## src/sv/rsi_pkg.sv

```systemverilog
// ----------------------------------------------------------------------------
// rsi_pkg: shared constants, types and helpers for the ray/sphere intersector
// Fixed-point widths for every pipeline section and the structs that carry a
// ray and its side information between the pipeline modules.
// ----------------------------------------------------------------------------
`default_nettype none

package rsi_pkg;

  // Fraction bits of every fixed-point quantity.
  localparam int FRAC_BITS = 16;

  // Coordinate and radius widths.
  localparam int XW  = 32;
  localparam int RW  = 31;
  localparam int OCW = XW + 1;

  // Products and the quadratic coefficients.
  localparam int PW  = 2 * XW;
  localparam int A_W = PW - FRAC_BITS + 2;
  localparam int H_W = XW + OCW - FRAC_BITS + 2;
  localparam int C_W = A_W + 1;

  // Split multiplier operand width and half width.
  localparam int MW  = (H_W > C_W) ? H_W : C_W;
  localparam int MH  = (MW + 1) / 2;

  // Discriminant and its square root.
  localparam int DISC_W = 2 * MW + 1;
  localparam int ROOT_W = (DISC_W + 1) / 2;
  localparam int SQW    = 2 * ROOT_W;

  // Root numerators and the divider.
  localparam int MAG_W = ROOT_W + 1;
  localparam int NS_W  = MAG_W + 1;
  localparam int NUM_W = MAG_W + FRAC_BITS;
  localparam int QW    = XW;
  localparam int REM_W = ((A_W + QW + 1) > NUM_W) ? (A_W + QW + 2) : (NUM_W + 1);

  // Hit point before saturation.
  localparam int PT_W = 2 * XW - FRAC_BITS + 2;

  // Stream payload widths.
  localparam int IN_W  = 8 * XW;
  localparam int OUT_W = 7 * XW;

  // Radius after reset: 1.5.
  localparam logic [RW-1:0] RADIUS_RST = RW'(3) << (FRAC_BITS - 1);

  // Configuration register indexes.
  typedef enum logic [1:0] {
    CFG_CENTER_X,
    CFG_CENTER_Y,
    CFG_CENTER_Z,
    CFG_RADIUS
  } cfg_idx_e;

  typedef logic signed [XW-1:0] coord_t;

  // One ray with its parameter window.
  typedef struct packed {
    coord_t [2:0] o;
    coord_t [2:0] d;
    coord_t       lo;
    coord_t       hi;
  } ray_t;

  // Side information that travels through the square root pipeline.
  typedef struct packed {
    ray_t                    ray;
    logic signed [H_W-1:0]   h;
    logic        [A_W-1:0]   a;
    logic                    isect;
  } sq_side_t;

  // Side information that travels through the divider pipeline.
  typedef struct packed {
    ray_t       ray;
    logic [1:0] neg;
    logic       isect;
    logic       az;
  } dv_side_t;

  // One finished result.
  typedef struct packed {
    logic         hit;
    coord_t       t;
    coord_t [2:0] pt;
    coord_t [2:0] nm;
  } res_t;

  // Saturate a wide signed value to a coordinate.
  function automatic coord_t sat_coord(input logic [PT_W-1:0] x);
    coord_t r;
    if (x[PT_W-1:XW-1] == {(PT_W - XW + 1){x[PT_W-1]}}) begin
      r = x[XW-1:0];
    end else begin
      r = {x[PT_W-1], {(XW - 1){~x[PT_W-1]}}};
    end
    return r;
  endfunction

endpackage

`default_nettype wire

```

## src/sv/rsi_obuf.sv

```systemverilog
// ----------------------------------------------------------------------------
// rsi_obuf: two-entry output buffer
// Holds finished results for the master stream and tells the pipeline when
// it may advance.
// ----------------------------------------------------------------------------
`default_nettype none

module rsi_obuf import rsi_pkg::*; (
  input  logic clk_i,
  input  logic rst_ni,
  input  logic push_i,
  input  res_t data_i,
  output logic room_o,
  output logic valid_o,
  input  logic ready_i,
  output res_t data_o
);

  localparam logic [1:0] FULL = 2'd2;

  res_t       mem_q [2];
  logic       wp_q, rp_q;
  logic [1:0] cnt_q;
  logic       pop;

  assign pop     = valid_o && ready_i;
  assign valid_o = cnt_q != 2'd0;
  assign room_o  = cnt_q != FULL;
  assign data_o  = mem_q[rp_q];

  // Pointers and fill count.
  always_ff @(posedge clk_i or negedge rst_ni) begin
    if (!rst_ni) begin
      wp_q  <= 1'b0;
      rp_q  <= 1'b0;
      cnt_q <= 2'd0;
    end else begin
      if (push_i) begin
        wp_q <= ~wp_q;
      end
      if (pop) begin
        rp_q <= ~rp_q;
      end
      cnt_q <= cnt_q + 2'(push_i) - 2'(pop);
    end
  end

  // Entry storage.
  always_ff @(posedge clk_i) begin
    if (push_i) begin
      mem_q[wp_q] <= data_i;
    end
  end

endmodule

`default_nettype wire

```

## config.mk

```make
export PLATFORM = sky130hd
export DESIGN_NAME = rsi_obuf
export DESIGN_NICKNAME = d
export VERILOG_FILES = /design/src/sv/rsi_pkg.sv /design/src/sv/rsi_obuf.sv
export SDC_FILE = /design/constraint.sdc
export NUM_CORES = 1
export LEC_CHECK = 0
export BUFFER_PORTS_ARGS = -buffer_cell sky130_fd_sc_hd__buf_2
export CAP_MARGIN = 0
export CORE_ASPECT_RATIO = 1.75
export CORE_MARGIN = 4
export CORE_UTILIZATION = 34
export DETAILED_ROUTE_END_ITERATION = 10
export PLACE_DENSITY = 0.6
export SETUP_SLACK_MARGIN = 0.02
export SLEW_MARGIN = 10
export SYNTH_ARGS = -nofsm -noshare
export SYNTH_HDL_FRONTEND = slang
export SYNTH_SLANG_ARGS = --single-unit
```

## constraint.sdc

```tcl
create_clock -name clk_i -period 11.25 [get_ports clk_i]
set_clock_uncertainty 0.2 [all_clocks]
set_input_delay 1.125 -clock clk_i [delete_from_list [all_inputs] [get_ports clk_i]]
set_output_delay 1.125 -clock clk_i [all_outputs]
set_load 0.01 [all_outputs]
```

==> impl_results.md, run 1 <==
* Clk network pwr share at 24.7%
* Total core area at 0.0496 mm^2
* P_leak at 8.26 nW
* RSZ-0062 raised after global routing: false
* WL final at 38.0 mm
* H-tree Lvls at 2
* Worst EP required at 9.93 ns
* Synthesized area at 0.0170 mm^2
* Seq/Total Area, Yosys at 80.1%
* Post-route DRC at 0
* Area leader, netlist: edfxtp_1
* Run status: finished clean
* Slew Viols, Final at 0
* Initial DRC count at 464
* Post-DRT Antenna Nets at 0
* Root Buffer Master: clkbuf_16
* Post-layout nets at 1431
* Reg2reg setup slack at 8.05 ns
* Comb power frac at 31.3%
* Avg Cell Area, Syn at 23.7 um^2
* First-pass GRT wire length at 54.9 mm
* Initial Util at 34.3%
* Critical path endpoint category: primary output
* # IOs at 456
* Post CTS Setup Buffer Count at 0
* Share of cells above drive strength 1 at 61.0%
* Final Setup Violations at 0
* Final min period at 4.61 ns
* Post-DP HPWL at 27.1 mm
* Die width at 177 um
* Drt pass-1 iters at 4
* CTS Buf Count at 41
* Psw at 1.53 mW
* Pwr Density at 250 mW/mm^2
* Yosys top cell area share at 79.5%
* Fill count at 4418
* CTS clk-pin slew, worst paths at 0.06 ns
* Clock Latency Late Sink at 0.52 ns
* Seq pwr share at 44.0%
* Vias at 8381
* Yosys reg bits at 454
* Sequential cell area at 0.0136 mm^2
* Die H at 304 um
* Antenna violations before repair at 12
* Area of the multi-input gates at 0.00316 mm^2
* Commonest non-fill, non-tap cell in the layout: buf_2
* Die area at 0.0538 mm^2
* Post-Syn Nets at 948
* Critical path launch point type: flip-flop
* TritonCTS clock tree: yes
* Global route overflow at 0
* CTS max path bufs at 3
* Distinct cell type count after synthesis at 15
* Crit Path Max Fanout at 53
* Clk sinks at 454
* Number of global-route vias before repair at 9055
* Max-cap violations at 0
* Site Rows at 108
* Reg2Reg Depth at 3
* Max VDD drop at 0.180 mV
* End of the worst register-to-register path: mem_q[0][198]
* YS warnings at 0
* Crit path DAT at 3.28 ns
* Final worst slack at 6.64 ns
* Slew @ Worst Pin at 1.18 ns
* Area Growth Syn to Fin at 24.9%
* Largest net degree at the start of global routing at 76
* Sw Ratio at 28.8%
* Most frequent cells in the layout: buf_2 (455), edfxtp_1 (450), mux2_4 (140), mux2_2 (85), clkbuf_16 (41)
* Crit Path Class: flip-flop to primary output
* Syn Inst Count at 717
* Internal at 3.78 mW
* Post-cts sizing count at 0
* I/O Buffers at 455
* Worst R2R Start: wp_q
* Via density at 4.42
* WL/cell at 20.0 um
* Pre-CTS setup slack at 7.13 ns
* Ranking of synthesized cells by area: edfxtp_1 (79%), mux2_4 (12%), mux2_2 (5.6%), buf_6 (1.1%), dfrtp_1 (0.59%)
* Worst rel slew slack at 21.6%
* FMAX at 217 MHz
* Final GP Congestion at 0.770
* Hold bufs inserted after CTS at 0
* Total negative slack at 0 ns
* Period utilization at 41.0%
* Final hold vios at 0
* Global-route total usage across every layer at 13.5%
* Worst hold path class: input port to asynchronous set/reset pin
==> power by group through the flow <==
stage / Sequential (mW) / Combinational, mW / Clock [mW]
floorplan: 2.41 / 1.14 / 0
global placement: 2.36 / 1.69 / 0
detailed placement: 2.38 / 1.70 / 0
CTS: 2.34 / 1.70 / 1.36
global route: 2.36 / 1.77 / 1.43
finish: 2.34 / 1.66 / 1.31
==> through the flow <==
step / power [mW] / hold slack [ns] / instance area [um^2] / std cells / util [%]
2_1_floorplan: 3.54 / 0.273 / 17000 / 717 / -
3_3_place_gp: 4.05 / 0.334 / 20000 / 1817 / 40.3
3_5_place_dp: 4.08 / 0.351 / 20000 / 1817 / 40.3
4_1_cts: 5.40 / 0.165 / 21200 / 1888 / 42.8
5_1_grt: 5.57 / 0.174 / 21200 / 1895 / 42.8
6_report: 5.30 / 0.200 / 21200 / 1896 / 42.8
==> routing by layer <==
layer  global-route usage, %  routed length (um)  vias to the layer above
li1                        -                   -                     3846
met4                    6.90                1760                        2
met1                    13.3               12500                     4115
met3                    2.90                2460                       83
met2                    26.0               21200                      335
met5                       0                  13                        -
==> how the worst max path moves through the flow <==
stage           start            to  slack [ns]  cells past startpoint
2_1_floorplan  push_i   mem_q[0][0]        3.63                      1
3_3_place_gp   push_i   mem_q[0][9]        7.19                      4
3_5_place_dp   push_i  mem_q[0][12]        7.13                      4
4_1_cts          rp_q    data_o[44]        6.59                      4
5_1_grt          rp_q    data_o[44]        6.47                      4
6_report         rp_q    data_o[35]        6.64                      4
==> flip-flops by register name (all words and copies together) (netlist names) <==
signal,count
mem_q,450
cnt_q,2
rp_q,1
wp_q,1
==> synthesized netlist by cell type, drive strengths merged <==
master  instances
o21a            1
xnor2           2
buf            25
or2             1
and2            1
edfxtp        450
dfrtp           4
inv             2
ha              2
nor2b           1
xor2            2
mux2          225
nand2           1
==> cells by family after synthesis <==
kind of cell	Yosys count	share of synthesized area (%)
compound gates	1	0.0442
buf+inv	27	1.41
fa+ha+maj	2	0.147
xor+xnor	4	0.206
simple gates	4	0.133
mux	225	18.0
flops	454	80.1
==> final cells by class <==
cell class / instances / area share, %
Clock inverter: 23 / 0.925
Tap cell: 660 / 3.89
Inverter: 2 / 0.0354
Timing Repair Buffer: 465 / 11.1
Antenna cell: 8 / 0.0943
Multi-Input combinational cell: 236 / 14.9
Sequential cell: 454 / 64.1
Clock buffer: 48 / 4.96
==> worst max-delay path: stages, from the launching register on <==
cell and delay (ns):
dfrtp_4 0.58, buf_4 0.70, buf_4 0.78, mux2_2 0.42, buf_2 0.14
Power figures use the tool's default switching activity.
==> run 2, diff against run 1 <==
- PLACE_DENSITY: 0.6 -> 0.58
- clock period: 11.25 -> 4.6 ns (I/O delays scaled with it)
==> run 2 against run 1 <==
Die area did not move. Global-route usage up 0.76 points. Clock power increased to 2.6 times the previous value. Critical path depth down 1. Hold slack worse by 0.14 ns. Wire length rose by 5.2%. First-iteration DRC count up 0.43%. Highest routed layer unchanged.
==> impl_results.md, run 2 (synthesis gave the netlist of run 1 again) <==
* Run status: finished clean
* Share of cells above drive strength 1 at 51.5% (-9.5 points)
* Crit Path Max Fanout at 67 (+26%)
* Critical path launch point type: flip-flop
* Initial Util at 34.3% (unchanged)
* CTS max path bufs at 3 (unchanged)
* Die width at 177 um (unchanged)
* Initial DRC count at 466 (+0.43%)
* DP Cell Count at 1817 (unchanged)
* FMAX at 329 MHz
* WL/cell at 18.8 um (-6.2%)
* Post CTS Setup Buffer Count at 0 (unchanged)
* Top reg by flops: mem_q
* Final core utilization at 47.7% (+4.9 points)
* Max reg flops at 450 (unchanged)
* Final non-filler cell total at 2126 (+12%)
* Slew Viols, Final at 0 (unchanged)
* Worst EP required at 3.94 ns (-5.99 ns)
* Via density at 4.40 (-0.57%)
* H-tree Lvls at 2 (unchanged)
* Root Buffer Master: clkbuf_16
* Site Rows at 108 (unchanged)
* Worst R2R Start: wp_q
* Final Setup Violations at 0 (unchanged)
* Global-route total usage across every layer at 14.3% (+0.76 points)
* Global route overflow at 0 (unchanged)
* Clk sinks at 454 (unchanged)
* Total negative slack at 0 ns (unchanged)
* Post-layout nets at 1659 (+16%)
* Die area at 0.0538 mm^2 (unchanged)
* Total core area at 0.0496 mm^2 (unchanged)
* Antenna violations before repair at 11 (-1)
* Pwr Density at 565 mW/mm^2 (+130%)
* Period utilization at 66.1%
* Max VDD drop at 0.386 mV (+110%)
* Final hold vios at 0 (unchanged)
* CTS Buf Count at 42 (+2.4%)
* I/O Buffers at 455 (unchanged)
* Met3 WL at 2.69 mm (+9.5%)
* Largest regs: mem_q: 450 flops, cnt_q: 2 flops
* Uppermost layer routed: met5
* CTS clk-pin slew, worst paths at 0.06 ns (about the same)
* TritonCTS clock tree: yes
* Final GP Congestion at 0.766 (-0.49%)
* Max-cap violations at 0 (unchanged)
* RSZ-0062 raised after global routing: false
* Fill count at 4194 (-5.1%)
* Vias at 9344 (+11%)
* Min Hold Slack at 0.0622 ns (-0.138 ns)
* Slew @ Worst Pin at 0.896 ns (-0.280 ns)
* Die H at 304 um (unchanged)
* Met1 Wirelength at 13.9 mm (+11%)
* Worst setup path startpoint: rp_q
* Post-DP HPWL at 26.9 mm (-0.54%)
* WL final at 39.9 mm (+5.2%)
* Largest net degree at the start of global routing at 140 (+84%)
* Drt pass-1 iters at 4 (unchanged)
* Commonest non-fill, non-tap cell in the layout: buf_2
* Post-route DRC at 0 (unchanged)
* Clock Latency Late Sink at 0.53 ns (about the same)
* Post-cts sizing count at 0 (unchanged)
* Final min period at 3.04 ns
* Crit path DAT at 2.38 ns (-0.90 ns)
* Area Growth Syn to Fin at 39.3%
* Worst rel slew slack at 40.3% (+19 points)
* Critical path endpoint category: primary output
* # IOs at 456 (unchanged)
* Worst hold path class: input port to flip-flop
* Met2 WL post-DR at 21.6 mm (+1.6%)
* Min-Delay Startpoint: ready_i
* P_leak at 9.27 nW (+12%)
* Post-DRT Antenna Nets at 0 (unchanged)
* First-pass GRT wire length at 59.2 mm (+7.9%)
* Power Total at 13.4 mW (+150%)
* Crit Path Class: flip-flop to primary output
* Hold bufs inserted after CTS at 227 (+227)
* Number of global-route vias before repair at 10300 (+14%)
* Most frequent cells in the layout: buf_2 (455), edfxtp_1 (450), dlygate4sd3_1 (227), mux2_4 (140), mux2_2 (85)
[run 2: changes by cell type in the layout (fill, tap and decap cells not counted), sizes merged]
| cell | previous run | this run |
|---|---|---|
| clkbuf | 48 | 54 |
| dlygate4sd3 | 0 | 227 |
| clkinv | 17 | 15 |
| inv | 4 | 2 |
| clkinvlp | 1 | 2 |
[run 2: layer usage]
metal / vias up / global-route usage, %
met2: 358 / 26.5
met4: 6 / 6.56
met1: 4591 / 15.1
met3: 92 / 3.24
met5: - / 0
li1: 4297 / -
[run 2: worst max-delay path: stages (launching register included)]
cell	delay, ns
dfrtp_4	0.76
buf_12	0.46
mux2_2	0.40
buf_2	0.14
[run 2: final timing paths]
check / endpoint / slack, ns / depth (start not counted)
max: data_o[4] / 1.56 / 3
min in group asynchronous: rp_q / 0.07 / 2
max reg2reg: mem_q[1][96] / 2.41 / 2
min reg2reg: wp_q / 0.34 / 1
max in group asynchronous: rp_q / 3.99 / 2
min: rp_q / 0.06 / 3
[run 2: power by group]
part           switching, mW  internal [mW]  total [mW]
logic                   2.15           2.09        4.24
clock network           1.44           1.95        3.39
registers              0.254           5.49        5.74
total                   3.85           9.52        13.4
[run 2: area by class of cell]
cell class	instances	area, um^2	area share (%)
diodes	8	20.0	0.0845
clock buffers	54	1160	4.90
clock inverters	20	178	0.750
inverters	2	7.51	0.0317
multi-input cells	236	3160	13.3
flip-flops and latches	454	13600	57.5
well taps	660	826	3.49
repair buffers	692	4710	19.9
[run 2: stage by stage]
step	worst slack (ns)	area, um^2
global placement	2.11	20000
detailed placement	2.10	20000
CTS	1.50	23700
floorplan	0.138	17000
global route	1.45	23700
finish	1.56	23700
